**src/rtl/core/fsd_pkg.sv**
```systemverilog
package fsd_pkg;

  localparam int unsigned BYTE_W      = 8;
  localparam int unsigned POS_W       = 9;
  localparam int unsigned IDX_W       = 5;
  localparam int unsigned CFG_IDX_W   = 2;
  localparam int unsigned MAX_PACKET  = 32;

  // fixed sentence layout
  localparam logic [POS_W-1:0] POS_TALKER   = POS_W'(1);
  localparam logic [POS_W-1:0] POS_RECEIVER = POS_W'(2);
  localparam logic [POS_W-1:0] POS_SIZE     = POS_W'(3);
  localparam logic [POS_W-1:0] POS_HEADER   = POS_W'(4);
  localparam logic [POS_W-1:0] POS_DATA_ID  = POS_W'(5);
  localparam logic [POS_W-1:0] POS_DATA0    = POS_W'(6);
  localparam logic [POS_W-1:0] END_OFFSET   = POS_W'(4);

  localparam logic [BYTE_W-1:0] START_MARKER_RST = 8'd36;
  localparam logic [BYTE_W-1:0] END_MARKER_RST   = 8'd10;

  typedef enum logic [1:0] {
    KIND_DATA     = 2'd0,
    KIND_OK       = 2'd1,
    KIND_NO_START = 2'd2,
    KIND_BAD_END  = 2'd3
  } kind_e;

  typedef enum logic [CFG_IDX_W-1:0] {
    CFG_START_MARKER = 2'd0,
    CFG_END_MARKER   = 2'd1
  } cfg_reg_e;

  typedef struct packed {
    logic [BYTE_W-1:0] rx_byte;
    logic              first_of_sentence;
  } in_item_t;

  typedef struct packed {
    kind_e             kind;
    logic [BYTE_W-1:0] payload_byte;
    logic [IDX_W-1:0]  payload_index;
    logic [BYTE_W-1:0] talker;
    logic [BYTE_W-1:0] receiver;
    logic [BYTE_W-1:0] size_field;
    logic [BYTE_W-1:0] header_byte;
    logic [BYTE_W-1:0] data_kind_id;
    logic              sentence_done;
  } out_item_t;

  typedef struct packed {
    logic              we;
    cfg_reg_e          idx;
    logic [BYTE_W-1:0] data;
  } cfg_wr_t;

  typedef struct packed {
    logic      hit;
    out_item_t item;
  } parse_res_t;

endpackage

```
**src/rtl/core/fsd_in_stage.sv**
```systemverilog
module fsd_in_stage (
  input  logic             clk_i,
  input  logic             rst_ni,
  input  logic             valid_i,
  output logic             ready_o,
  input  fsd_pkg::in_item_t data_i,
  output logic             valid_o,
  output fsd_pkg::in_item_t data_o,
  input  logic             advance_i
);
  import fsd_pkg::*;

  logic     valid_q, valid_d;
  in_item_t data_q;
  logic     load;

  assign ready_o = !valid_q || advance_i;
  assign load    = valid_i && ready_o;
  assign valid_d = load || (valid_q && !advance_i);

  always_ff @(posedge clk_i or negedge rst_ni) begin
    if (!rst_ni) begin
      valid_q <= 1'b0;
    end else begin
      valid_q <= valid_d;
    end
  end

  always_ff @(posedge clk_i) begin
    if (load) begin
      data_q <= data_i;
    end
  end

  assign valid_o = valid_q;
  assign data_o  = data_q;

endmodule

```
**src/rtl/core/fsd_parser.sv**
```systemverilog
module fsd_parser #(
  parameter int unsigned MaxPacket = fsd_pkg::MAX_PACKET
) (
  input  logic                clk_i,
  input  logic                rst_ni,
  input  fsd_pkg::cfg_wr_t    cfg_i,
  input  logic                valid_i,
  input  fsd_pkg::in_item_t   item_i,
  input  logic                fire_i,
  output fsd_pkg::parse_res_t res_o
);
  import fsd_pkg::*;

  // last position whose data byte is still forwarded
  localparam logic [POS_W-1:0] LastDataPos = POS_W'(MaxPacket + 4);

  logic [BYTE_W-1:0] start_marker_q, end_marker_q;
  logic              in_sentence_q, in_sentence_d;
  logic [POS_W-1:0]  position_q, position_d;
  logic [BYTE_W-1:0] talker_q, talker_d;
  logic [BYTE_W-1:0] receiver_q, receiver_d;
  logic [BYTE_W-1:0] size_q, size_d;
  logic [BYTE_W-1:0] header_q, header_d;
  logic [BYTE_W-1:0] data_id_q, data_id_d;
  logic [POS_W-1:0]  end_pos;
  logic [POS_W-1:0]  data_idx;
  logic [BYTE_W-1:0] b;

  assign b        = item_i.rx_byte;
  assign end_pos  = POS_W'(size_d) + END_OFFSET;
  assign data_idx = position_q - POS_DATA0;

  always_ff @(posedge clk_i or negedge rst_ni) begin
    if (!rst_ni) begin
      start_marker_q <= START_MARKER_RST;
      end_marker_q   <= END_MARKER_RST;
    end else if (cfg_i.we) begin
      unique case (cfg_i.idx)
        CFG_START_MARKER: start_marker_q <= cfg_i.data;
        CFG_END_MARKER:   end_marker_q   <= cfg_i.data;
        default: ;
      endcase
    end
  end

  always_comb begin
    in_sentence_d = in_sentence_q;
    position_d    = position_q;
    talker_d      = talker_q;
    receiver_d    = receiver_q;
    size_d        = size_q;
    header_d      = header_q;
    data_id_d     = data_id_q;
    res_o         = '0;

    if (item_i.first_of_sentence) begin
      talker_d   = '0;
      receiver_d = '0;
      size_d     = '0;
      header_d   = '0;
      data_id_d  = '0;
      if (b != start_marker_q) begin
        in_sentence_d            = 1'b0;
        position_d               = '0;
        res_o.hit                = 1'b1;
        res_o.item.kind          = KIND_NO_START;
        res_o.item.sentence_done = 1'b1;
      end else begin
        in_sentence_d = 1'b1;
        position_d    = POS_TALKER;
      end
    end else if (in_sentence_q) begin
      if (position_q == POS_TALKER)   talker_d   = b;
      if (position_q == POS_RECEIVER) receiver_d = b;
      if (position_q == POS_SIZE)     size_d     = b;
      if (position_q == POS_HEADER)   header_d   = b;
      if (position_q == POS_DATA_ID)  data_id_d  = b;

      if (position_q >= POS_HEADER && position_q == end_pos) begin
        // end byte: close the sentence with a status beat
        in_sentence_d            = 1'b0;
        position_d               = '0;
        res_o.hit                = 1'b1;
        res_o.item.kind          = (b == end_marker_q) ? KIND_OK : KIND_BAD_END;
        res_o.item.talker        = talker_d;
        res_o.item.receiver      = receiver_d;
        res_o.item.size_field    = size_d;
        res_o.item.header_byte   = header_d;
        res_o.item.data_kind_id  = data_id_d;
        res_o.item.sentence_done = 1'b1;
      end else begin
        position_d = position_q + POS_W'(1);
        if (position_q >= POS_DATA0 && position_q < end_pos &&
            position_q <= LastDataPos) begin
          res_o.hit                = 1'b1;
          res_o.item.kind          = KIND_DATA;
          res_o.item.payload_byte  = b;
          res_o.item.payload_index = data_idx[IDX_W-1:0];
        end
      end
    end

    if (!valid_i) begin
      res_o.hit = 1'b0;
    end
  end

  always_ff @(posedge clk_i or negedge rst_ni) begin
    if (!rst_ni) begin
      in_sentence_q <= 1'b0;
      position_q    <= '0;
      talker_q      <= '0;
      receiver_q    <= '0;
      size_q        <= '0;
      header_q      <= '0;
      data_id_q     <= '0;
    end else if (fire_i) begin
      in_sentence_q <= in_sentence_d;
      position_q    <= position_d;
      talker_q      <= talker_d;
      receiver_q    <= receiver_d;
      size_q        <= size_d;
      header_q      <= header_d;
      data_id_q     <= data_id_d;
    end
  end

endmodule

```
**src/rtl/core/fsd_out_stage.sv**
```systemverilog
module fsd_out_stage (
  input  logic               clk_i,
  input  logic               rst_ni,
  input  logic               load_i,
  input  fsd_pkg::out_item_t data_i,
  output logic               free_o,
  output logic               valid_o,
  input  logic               ready_i,
  output fsd_pkg::out_item_t data_o
);
  import fsd_pkg::*;

  logic      valid_q, valid_d;
  out_item_t data_q;

  assign free_o  = !valid_q || ready_i;
  assign valid_d = load_i || (valid_q && !ready_i);

  always_ff @(posedge clk_i or negedge rst_ni) begin
    if (!rst_ni) begin
      valid_q <= 1'b0;
    end else begin
      valid_q <= valid_d;
    end
  end

  always_ff @(posedge clk_i) begin
    if (load_i) begin
      data_q <= data_i;
    end
  end

  assign valid_o = valid_q;
  assign data_o  = data_q;

endmodule

```
**src/rtl/core/framed_sentence_deframer.sv**
```systemverilog
// channel | direction | handshake                     | payload
// --------+-----------+-------------------------------+----------------------------
// in      | sink      | in_valid_i / in_ready_o       | in_data_i (rx byte, first flag)
// out     | source    | out_valid_o / out_ready_i     | out_data_o (kind, data, header)
// cfg     | sink      | cfg_valid_i / cfg_ready_o     | cfg_index_i, cfg_data_i
//
// one byte per cycle sustained unless a result waits on a stalled output register; an
// item is held in the input register and its result, if any, is loaded into the output
// register when it moves on; position counter and compares sit in one stage
// bytes with no result drain even while the output register is stalled
// reset clears position, hunt state, held header and both markers to defaults
// cfg writes are always ready and take effect on the next edge
module framed_sentence_deframer #(
  parameter int unsigned MaxPacket = fsd_pkg::MAX_PACKET
) (
  input  logic                               clk_i,
  input  logic                               rst_ni,
  input  logic                               in_valid_i,
  output logic                               in_ready_o,
  input  fsd_pkg::in_item_t                  in_data_i,
  output logic                               out_valid_o,
  input  logic                               out_ready_i,
  output fsd_pkg::out_item_t                 out_data_o,
  input  logic                               cfg_valid_i,
  output logic                               cfg_ready_o,
  input  logic [fsd_pkg::CFG_IDX_W-1:0]      cfg_index_i,
  input  logic [fsd_pkg::BYTE_W-1:0]         cfg_data_i
);
  import fsd_pkg::*;

  logic       stage_valid;
  in_item_t   stage_item;
  logic       advance;
  logic       slot_free;
  cfg_wr_t    cfg_wr;
  parse_res_t res;

  // config port never stalls
  assign cfg_ready_o = 1'b1;
  assign cfg_wr.we   = cfg_valid_i;
  assign cfg_wr.idx  = cfg_reg_e'(cfg_index_i);
  assign cfg_wr.data = cfg_data_i;

  // a staged beat moves on when it yields nothing or the output slot frees up
  assign advance = stage_valid && (!res.hit || slot_free);

  fsd_in_stage u_in_stage (
    .clk_i     (clk_i),
    .rst_ni    (rst_ni),
    .valid_i   (in_valid_i),
    .ready_o   (in_ready_o),
    .data_i    (in_data_i),
    .valid_o   (stage_valid),
    .data_o    (stage_item),
    .advance_i (advance)
  );

  fsd_parser #(
    .MaxPacket (MaxPacket)
  ) u_parser (
    .clk_i   (clk_i),
    .rst_ni  (rst_ni),
    .cfg_i   (cfg_wr),
    .valid_i (stage_valid),
    .item_i  (stage_item),
    .fire_i  (advance),
    .res_o   (res)
  );

  fsd_out_stage u_out_stage (
    .clk_i   (clk_i),
    .rst_ni  (rst_ni),
    .load_i  (advance && res.hit),
    .data_i  (res.item),
    .free_o  (slot_free),
    .valid_o (out_valid_o),
    .ready_i (out_ready_i),
    .data_o  (out_data_o)
  );

  // status beats and only status beats close a sentence
  a_done_matches_kind : assert property (@(posedge clk_i) disable iff (!rst_ni)
    out_valid_o |-> (out_data_o.sentence_done == (out_data_o.kind != KIND_DATA)))
    else $error("sentence_done disagrees with kind");

  // data and missing-start beats carry no header
  a_no_header_on_data : assert property (@(posedge clk_i) disable iff (!rst_ni)
    out_valid_o && (out_data_o.kind == KIND_DATA || out_data_o.kind == KIND_NO_START)
    |-> (out_data_o.talker == '0 && out_data_o.size_field == '0))
    else $error("header fields leaked onto a non-status beat");

  // a result never overwrites a beat still waiting downstream
  a_no_overwrite : assert property (@(posedge clk_i) disable iff (!rst_ni)
    (advance && res.hit) |-> slot_free)
    else $error("result loaded into an occupied output register");

  // a staged beat that cannot move stays put
  a_stage_holds : assert property (@(posedge clk_i) disable iff (!rst_ni)
    (stage_valid && !advance) |=> (stage_valid && $stable(stage_item)))
    else $error("staged beat lost while stalled");

endmodule
```
**config.mk**
```make
export PLATFORM = sky130hd
export DESIGN_NAME = framed_sentence_deframer
export DESIGN_NICKNAME = d
export VERILOG_FILES = /design/src/rtl/core/fsd_pkg.sv /design/src/rtl/core/fsd_in_stage.sv /design/src/rtl/core/fsd_parser.sv /design/src/rtl/core/fsd_out_stage.sv /design/src/rtl/core/framed_sentence_deframer.sv
export SDC_FILE = /design/constraint.sdc
export NUM_CORES = 1
export LEC_CHECK = 0
export ABC_AREA = 0
export BUFFER_PORTS_ARGS = -buffer_cell sky130_fd_sc_hd__buf_2
export CORE_MARGIN = 8
export CORE_UTILIZATION = 40
export CTS_CLUSTER_SIZE = 40
export DETAILED_ROUTE_END_ITERATION = 16
export PLACE_DENSITY = 0.6
export SLEW_MARGIN = 20
export SYNTH_ARGS = -nofsm -noshare
export SYNTH_HDL_FRONTEND = slang
export SYNTH_SLANG_ARGS = --single-unit
```
**constraint.sdc**
```tcl
create_clock -name clk_i -period 15 [get_ports clk_i]
set_clock_uncertainty 0.05 [all_clocks]
set_input_delay 3 -clock clk_i [delete_from_list [all_inputs] [get_ports clk_i]]
set_output_delay 3 -clock clk_i [all_outputs]
set_load 0.005 [all_outputs]
```
== After elaboration in Yosys (flattened, before gate mapping) ==
Cells that the tools add are included.
W data, S select, Z words.
Word-level totals
  output and inout port bits: 59
  bits of input ports: 24
  register bits after elaboration: 133
  word-level logic and storage cells: 100
Cells by class
  eq/ne operators: 9
  multiplexer cells: 34
  $add $sub $neg: 3
  bitwise logic cells: 3
  magnitude comparators: 4
  reductions and logical operators: 25
Operator list (count)
  $mux W8: 15
  $mux W57: 1
  $mux W41: 1
  $mux W9: 3
  $eq A9 B2 Y1 const B: 2
  $eq A9 B3 Y1 const B: 2
  $ge A9 B3 Y1 const B: 2
  $mux W16: 1
  $mux W13: 1
  $add A8 B3 Y9 const B: 1
  $add A9 B1 Y9 const B: 1
  $eq A9 B1 Y1 const B: 1
  $eq A9 B9 Y1: 1
  $le A9 B6 Y1 const B: 1
  $lt A9 B9 Y1: 1
  $mux W3: 3
  $eq A8 B8 Y1: 1
  $logic_and A1 B1 Y1: 8
  $mux W1: 8
  $ne A8 B8 Y1: 1
  $reduce_and A2 Y1: 3
  $logic_not A1 Y1: 5
  $logic_or A1 B1 Y1: 5
  $sub A5 B3 Y5 const B: 1
  7 further kinds: 9

== Longest topological paths before layout ==
Gate-level depths: netlist of run 1.
  depth in word-level cells: 19
  mapped depth: 18
  depth with buffers taken out: 15

== Cells and area by module ==
Synthesis of run 1 repeated with hierarchy kept, for this count alone.
Unflattened totals
  cell total of the unflattened synthesis: 635
  area, all modules: 6605.1 µm²
Modules (own cells, without submodules)
  fsd_parser: area an instance 4521.8 µm², cells each 558, instances 1, seq. area each 1656.6 µm²
  fsd_out_stage: area an instance 1729.2 µm², cells each 59, instances 1, seq. area each 1706.6 µm²
  fsd_in_stage: area an instance 324.1 µm², cells each 13, instances 1, seq. area each 295.3 µm²
  framed_sentence_deframer: area an instance 30.0 µm², cells each 5, instances 1, seq. area each 0.0 µm²

== Worst setup path after synthesis of run 1 ==
OpenSTA, ideal clock, no wires.
  path kind: input -> output
  from: input port out_ready_i
  to: output port in_ready_o
  required time: 11950 ps
  path slack: 8001 ps
  arrival time: 3949 ps
  stages: 5
  buffers on the path: 2
  path through: nor2b_1 nand3_1 nand2b_1 clkbuf_1 buf_2
Between the ends
  longest elaborated chain between the ends: 4
RTL lines
  from (decl): line framed_sentence_deframer.sv:22  | input logic out_ready_i,
  $logic_or A1 B1 Y1: line fsd_out_stage.sv:16  | assign free_o = !valid_q || ready_i;
  $logic_or A1 B1 Y1: line framed_sentence_deframer.sv:45  | assign advance = stage_valid && (!res.hit || slot_free);
  $logic_and A1 B1 Y1: line framed_sentence_deframer.sv:45
  $logic_or A1 B1 Y1: line fsd_in_stage.sv:17  | assign ready_o = !valid_q || advance_i;
  to (decl): line framed_sentence_deframer.sv:19  | output logic in_ready_o,
Every way passes these cells.

== Worst setup path after layout of run 1 ==
  from: register u_parser.position_q[5]
  to: output port in_ready_o
Between the ends
  longest elaborated chain between the ends: 17
  elaborated cells between the ends (all ways): 22
  classes of those cells: add/sub: 1; order compare: 4; eq/ne: 2; mux: 8; reduce/logical: 7
RTL lines
  from (decl): line fsd_parser.sv:19  | logic [POS_W-1:0] position_q, position_d;
  from (signal assigned): line fsd_parser.sv:119  | position_q <= position_d;
  $eq A9 B2 Y1 *: line fsd_parser.sv:75  | if (position_q == POS_SIZE) size_d = b;
  $mux W8 *: line fsd_parser.sv:75
  $mux W8 *: line fsd_parser.sv:72  | end else if (in_sentence_q) begin
  $mux W8 *: line fsd_parser.sv:56  | if (item_i.first_of_sentence) begin
  named net u_parser.size_d[2]: line fsd_parser.sv:22  | logic [BYTE_W-1:0] size_q, size_d;
  $add A8 B3 Y9 *: line fsd_parser.sv:30  | assign end_pos = POS_W'(size_d) + END_OFFSET;
  $lt A9 B9 Y1: line fsd_parser.sv:93  | if (position_q >= POS_DATA0 && position_q < end_pos &&
  $logic_and A1 B1 Y1 (2 in a row): line fsd_parser.sv:93
  $mux W16: line fsd_parser.sv:93
  $mux W3 *: line fsd_parser.sv:79  | if (position_q >= POS_HEADER && position_q == end_pos) begin
  $mux W57 *: line fsd_parser.sv:72
  $mux W3 *: line fsd_parser.sv:56
  $mux W1 *: line fsd_parser.sv:103  | if (!valid_i) begin
  $logic_not A1 Y1 *: line framed_sentence_deframer.sv:45
  $logic_or A1 B1 Y1 *: line framed_sentence_deframer.sv:45
  $logic_and A1 B1 Y1 *: line framed_sentence_deframer.sv:45
  $logic_or A1 B1 Y1 *: line fsd_in_stage.sv:17
Mark *: on every way through the listed nets, which the timed path passes. The rest lies on a longest branch.

==> reports/metrics.yaml, run 1 <==
status:
  status: "complete, no violations"
min_path:
  worstHoldStart: "u_parser.header_q[4]"
  holdPathEnd: "u_parser.header_q[4]"
  holdPathStages: 1
  hold_class: "reg2reg"
detailed_routing:
  dr.pass1.iters: 4
  ant_nets: 0
  met2WireLength_mm: 6.76
  wl_met3_um: 951
  m1WireLength_mm: 6.99
  drt_iter0_drc: 292
  avgViaCountPerCell: 5.28
  wire_per_inst_um: 18.1
  via_count: 4401
  routed_wl_mm: 15.1
  remaining_drc_errors: 0
  highest_layer: "met4"
logic_synthesis:
  synth_compound_area_share_pct: 12.1
  synthArstFlopShare_pct: 51.1
  ys_ff_latch: 133
  synthFlopType: "edfxtp_1"
  synth_fa_ha_area_share_pct: 3.00
  syn_inst: 532
  yosysMostFrequentCell: "edfxtp_1"
  synth_top_area_share_pct: 31.2
  syn_nets: 571
  synth-xor-area-share_pct: 3.08
  yosysSeqAreaShare_pct: 58.5
  synth_largest_area_cell: "edfxtp_1"
  synth_top_family_by_area: "simple AND/OR/NAND/NOR gates"
  synth_mux_area_share_pct: 5.18
  synth_simple_gate_area_share_pct: 14.1
  synth.avg_cell_area_sq_um: 11.8
  ys_top_cells_by_area: "edfxtp_1 (31%), dfrtp_1 (26%), mux2_2 (3.4%), nand2_1 (3.2%), ha_1 (3.0%)"
  synth.distinct_cells: 59
  synth_edf_count: 65
  synth_commonest_cells: "edfxtp_1 (65), dfrtp_1 (64), nand2_1 (54)"
  synth_area_sq_um: 6260
  yosys_warnings: 0
worst_setup_path:
  cp_slowest_cell: "nor4b_4"
  crit_family: "simple AND/OR/NAND/NOR gates"
  rr_worst_depth: 13
  end_kind: "output port"
  r2r_slack_ns: 9.27
  path_cells: "or3_4, nor4b_4, mux2i_1, ha_1, and3b_1, xnor2_1, ha_1, nand4_1, o41ai_2, a21o_4, nand2b_1, buf_2"
  worstSetupPathType: "reg2out"
  reg2reg_from: "u_parser.position_q[5]"
  arrival_ns: 5.30
  crit_fanout: 18
  reg2reg_to: "u_out_stage.data_o[23]"
  required_ns: 11.95
  critPathLaunchType: "flop"
  slowest_delay_ns: 0.75
  critPathMostFrequentCell: "ha_1"
  critPathBufInv: 1
sta:
  setup_tns_ns: 0
  slew_violations: 0
  finalCritPeriodShare_pct: 55.7
  setup_violations: 0
  clock.fmax_mhz: 120
  rsz0062_at_grt: "no"
  whs_ns: 0.446
  worstMarginPinSlew_ns: 0.903
  finalCriticalPeriod_ns: 8.35
  finalHoldViolations: 0
  maxSlewHeadroom_pct: 39.8
placement:
  gp_congestion: 0.905
  port_buffers: 81
  dpl_cell_area_sq_um: 6850
  dp_hpwl_mm: 10.5
clock_tree:
  ctsHoldBuffers: 0
  insertion_delay_ns: 0.43
  cts_root_buf: "clkbuf_16"
  path_clk_slew_ns: 0.06
  cts-htree-levels: 4
  cts_resized: 0
  cts_buffers: 17
  cts_tree: "done"
  cts.sinks: 133
  cts_setup_buffers: 0
  clockBufferDepth: 2
power:
  power_frac_seq_pct: 44.1
  p_sw_uw: 296
  p_int_uw: 757
  peakVddDrop_v: 0.0000800
  power.density_nw_per_um2: 141
  power.leakage_uw: 0.00305
  clock_power_share_pct: 40.9
  share_comb_of_total_power_pct: 15.1
  switching_share_pct: 28.1
floorplanning:
  dieArea_sq_um: 19900
  design.core.area_sq_um: 15300
  rows: 45
  ios: 83
  die_h_um: 141
  dieWidth_um: 141
  start_util_pct: 41.0
layout:
  fillCellCount: 1398
  final_cell_area_sq_um: 7460
  area_delta_synth_final_pct: 19.3
  nets: 648
  antenna_cells: 0
  drive_gt1_share_pct: 24.9
run:
  maxCapViolations: 0
global_routing:
  grt.overflow.total: 0
  grt_pass1_vias: 4558
  antenna_found_initial: 0
  grt_usage_pct: 16.0
  grt_pass1_wl_mm: 24.5
  grt_max_degree: 69
[power groups by stage]
stage	registers [uW]	logic [uW]	clock network (uW)
finish	464	159	430
global route	470	178	455
CTS	464	159	440
global placement	469	155	0
floorplan	455	121	0
detailed placement	471	158	0
[layout make-up]
class	count	area [sq um]	area share [%]
flip-flops and latches	133	3660	49.0
well taps	211	264	3.54
clock buffers	17	425	5.70
clock inverters	15	191	2.56
multi-input cells	339	2360	31.6
inverters	32	120	1.61
repair buffers	86	443	5.93
[cell families (layout without fill, tap and decap cells)]
family | Yosys count | after routing
and+or+nand+nor | 175 | 175
DFF | 133 | 133
AOI/OAI and AO/OA | 96 | 96
buffers and inverters | 60 | 150
muxes | 30 | 30
xor gates and xnor gates | 22 | 22
adders and majority gates | 15 | 15
other | 1 | 1
[sequential cells by signal, indices dropped and copies added (netlist names)]
register and count:
u_parser.end_marker_q 8, u_parser.receiver_q 8, u_out_stage.data_o 56, u_parser.talker_q 8, u_parser.start_marker_q 8, u_in_stage.valid_o 1, u_parser.size_q 8, u_in_stage.data_o 9
u_parser.in_sentence_q 1, u_parser.data_id_q 8, u_parser.header_q 8, u_parser.position_q 9, u_out_stage.valid_o 1
[worst max-delay path by stage]
stage                            from    endpoint  cells after the start
6_report       u_parser.position_q[5]  in_ready_o                     12
5_1_grt        u_parser.position_q[6]  in_ready_o                     12
4_1_cts        u_parser.position_q[5]  in_ready_o                     12
3_5_place_dp   u_parser.position_q[5]  in_ready_o                     12
3_3_place_gp   u_parser.position_q[5]  in_ready_o                     12
2_1_floorplan             out_ready_i  in_ready_o                      5
[layer usage]
layer  up-vias  GRT usage [%]
li1       2071              -
met1      2158           21.0
met2       143           23.9
met3        29           4.09
met4         0           8.37
met5         -              0
[per-stage QoR]
| step | setup slack [ns] | instances | power [uW] | util (%) |
|---|---|---|---|---|
| floorplan | 8.00 | 532 | 576 | - |
| global placement | 7.33 | 801 | 624 | 44.8 |
| detailed placement | 7.07 | 801 | 629 | 44.9 |
| CTS | 6.61 | 833 | 1060 | 48.9 |
| global route | 6.20 | 833 | 1100 | 48.9 |
| finish | 6.65 | 833 | 1050 | 48.9 |
[layout by cell type (no fill, tap or decap), drive strengths merged, types with 4 or more instances in the layout]
cell type / count
buf: 86
edfxtp: 65
dfrtp: 64
nand2: 54
nor2: 46
inv: 37
a21oi: 25
and2: 22
mux2: 19
clkbuf: 17
o22ai: 16
ha: 15
mux2i: 11
xnor2: 11
xor2: 11
nand2b: 10
nand3: 9
a22o: 8
a32o: 8
o21ai: 8
and3: 6
nand4: 5
and4: 5
a221o: 5
nor3: 5
a221oi: 5
o211ai: 4
nor4: 4
dfstp: 4
clkinv: 4
No activity file was read; power rests on OpenSTA's default activity.
==> inputs of run 2 (changes only) <==
==> constraint.sdc (replaced) <==
create_clock -name clk_i -period 7.83 [get_ports clk_i]
set_clock_uncertainty 0.05 [all_clocks]
set_input_delay 1.566 -clock clk_i [delete_from_list [all_inputs] [get_ports clk_i]]
set_output_delay 1.566 -clock clk_i [all_outputs]
set_load 0.005 [all_outputs]
==> run 2 against run 1 <==
Effect of this change: via count rose by 0.20%; total power is 88% higher; largest power group unchanged; utilization barely moved; die area unchanged; combinational power is 97% higher.
==> reports/metrics.yaml, run 2 (same netlist as run 1, synthesis figures left out) <==
sta:
  fin_ws_ns: 0.866  # was 6.65 ns
  setup_tns_ns: 0  # unchanged
  finalHoldViolations: 0  # unchanged
  finalCritPeriodShare_pct: 88.9
  rsz0062_at_grt: "no"  # unchanged
  setup_violations: 0  # unchanged
  worstMarginPinSlew_ns: 0.893  # was 0.903 ns
  finalCriticalPeriod_ns: 6.96
  maxSlewHeadroom_pct: 40.2  # was 39.8%
  slew_violations: 0  # unchanged
  clock.fmax_mhz: 144
clock_tree:
  cts-htree-levels: 4  # unchanged
  clockBufferDepth: 2  # unchanged
  cts_resized: 0  # unchanged
  insertion_delay_ns: 0.42  # was 0.43 ns
  cts_tree: "done"  # unchanged
  cts_root_buf: "clkbuf_16"  # unchanged
  cts.sinks: 133  # unchanged
  cts_setup_buffers: 0  # unchanged
  cts_buffers: 17  # unchanged
  ctsHoldBuffers: 0  # unchanged
  path_clk_slew_ns: 0.06  # about the same
layout:
  layout_commonest_cell: "buf_2"  # unchanged
  area_delta_synth_final_pct: 19.4  # was 19.3%
  largest_register_ffs: 56  # unchanged
  final_cell_mix: "buf_2 (81), edfxtp_1 (65), dfrtp_1 (64), nand2_1 (54), nor2_1 (45)"  # unchanged
  nets: 651  # was 648
  antenna_cells: 0  # unchanged
  drive_gt1_share_pct: 25.3  # was 24.9%
worst_setup_path:
  cp_slowest_cell: "nor4b_4"  # unchanged
  critPathBufInv: 1  # unchanged
  critPathLaunchType: "flop"  # unchanged
  critPathMostFrequentCell: "ha_1"  # unchanged
  slowest_delay_ns: 0.76  # was 0.75 ns
  arrival_ns: 5.35  # was 5.30 ns
  worstSetupPathType: "reg2out"  # unchanged
  r2r_slack_ns: 2.30  # was 9.27 ns
  required_ns: 6.21  # was 11.95 ns
  crit_family: "simple AND/OR/NAND/NOR gates"  # unchanged
  crit_fanout: 18  # unchanged
  end_kind: "output port"  # unchanged
  path_cells: "or3_4, nor4b_4, mux2i_1, ha_1, and3b_1, xnor2_1, ha_1, nand4_1, o41ai_2, a21o_4, nand2b_1, buf_2"  # unchanged
placement:
  dp_hpwl_mm: 10.9  # was 10.5 mm
  port_buffers: 81  # unchanged
  gp_congestion: 0.900  # was 0.905
  dp_slack_ns: 1.41  # was 7.07 ns
global_routing:
  grt_pass1_vias: 4438  # was 4558
  grt_max_degree: 69  # unchanged
  grt_pass1_wl_mm: 24.3  # was 24.5 mm
  grt_usage_pct: 15.9  # was 16.0%
  antenna_found_initial: 0  # unchanged
  grt.overflow.total: 0  # unchanged
detailed_routing:
  ant_nets: 0  # unchanged
  dr.pass1.iters: 5  # was 4
  remaining_drc_errors: 0  # unchanged
  routed_wl_mm: 15.5  # was 15.1 mm
  via_count: 4410  # was 4401
  wire_per_inst_um: 18.6  # was 18.1 um
  avgViaCountPerCell: 5.28  # about the same
  drt_iter0_drc: 429  # was 292
floorplanning:
  dieWidth_um: 141  # unchanged
  rows: 45  # unchanged
  ios: 83  # unchanged
  design.core.area_sq_um: 15300  # unchanged
  start_util_pct: 41.0  # unchanged
  dieArea_sq_um: 19900  # unchanged
  die_h_um: 141  # unchanged
run:
  maxCapViolations: 0  # unchanged
power:
  peakVddDrop_v: 0.000163  # was 0.0000800 V
  power.leakage_uw: 0.00306  # was 0.00305 uW
  power.density_nw_per_um2: 266  # was 141 nW/um^2
min_path:
  hold_class: "reg2reg"  # unchanged
status:
  status: "complete, no violations"  # unchanged
[run 2: final timing paths]
path                                         from  cells after the start                endpoint
max reg2reg                u_parser.position_q[5]                     13  u_out_stage.data_o[40]
min in group asynchronous                  rst_ni                      2  u_parser.position_q[7]
min reg2reg                  u_parser.header_q[0]                      1    u_parser.header_q[0]
max                        u_parser.position_q[5]                     12              in_ready_o
min                          u_parser.header_q[0]                      1    u_parser.header_q[0]
max in group asynchronous                  rst_ni                      2      u_parser.size_q[3]
[run 2: through the flow]
stage	power, uW	area [sq um]	hold WS [ns]	cells	util (%)
after floorplan	1100	6260	0.416	532	-
after global placement	1200	6860	0.424	803	44.9
after detailed placement	1210	6860	0.431	803	45.0
after CTS	2000	7450	0.445	835	48.8
after global routing	2070	7470	0.464	836	49.0
final	1980	7470	0.443	836	49.0
[run 2: layout make-up]
cell class                 instances  area (sq um)
sequential                       133          3660
clock inverter                    14           149
multi-input combinational        339          2360
timing repair buffer              89           478
inverter                          32           120
tap                              211           264
fill                            1377          7790
clock buffer                      18           439
[run 2: per-layer routing]
metal  vias to the layer above  share of wire (%)  track usage, %
met5                         -                  0               0
li1                       2071                  -               -
met4                         0                1.5            5.94
met1                      2171                 45            20.4
met2                       147                 47            25.5
met3                        21                6.4            3.88
[run 2: power breakdown]
part,switching [uW],internal [uW],leakage (uW)
combinational,189,126,0.00127
clock,305,479,0.000281
sequential,66.4,819,0.00151
total,561,1420,0.00306
[run 2: worst reg2reg max path, stage by stage, from the launching register on]
cell and delay, ns:
dfrtp_1 0.48, or3_4 0.47, nor4b_4 0.76, mux2i_1 0.48, ha_1 0.25, and3b_1 0.21
xnor2_1 0.11, ha_1 0.32, nand4_1 0.21, o41ai_2 0.69, a21o_4 0.29, nand3_1 0.17
nor2_4 0.39, buf_4 0.34
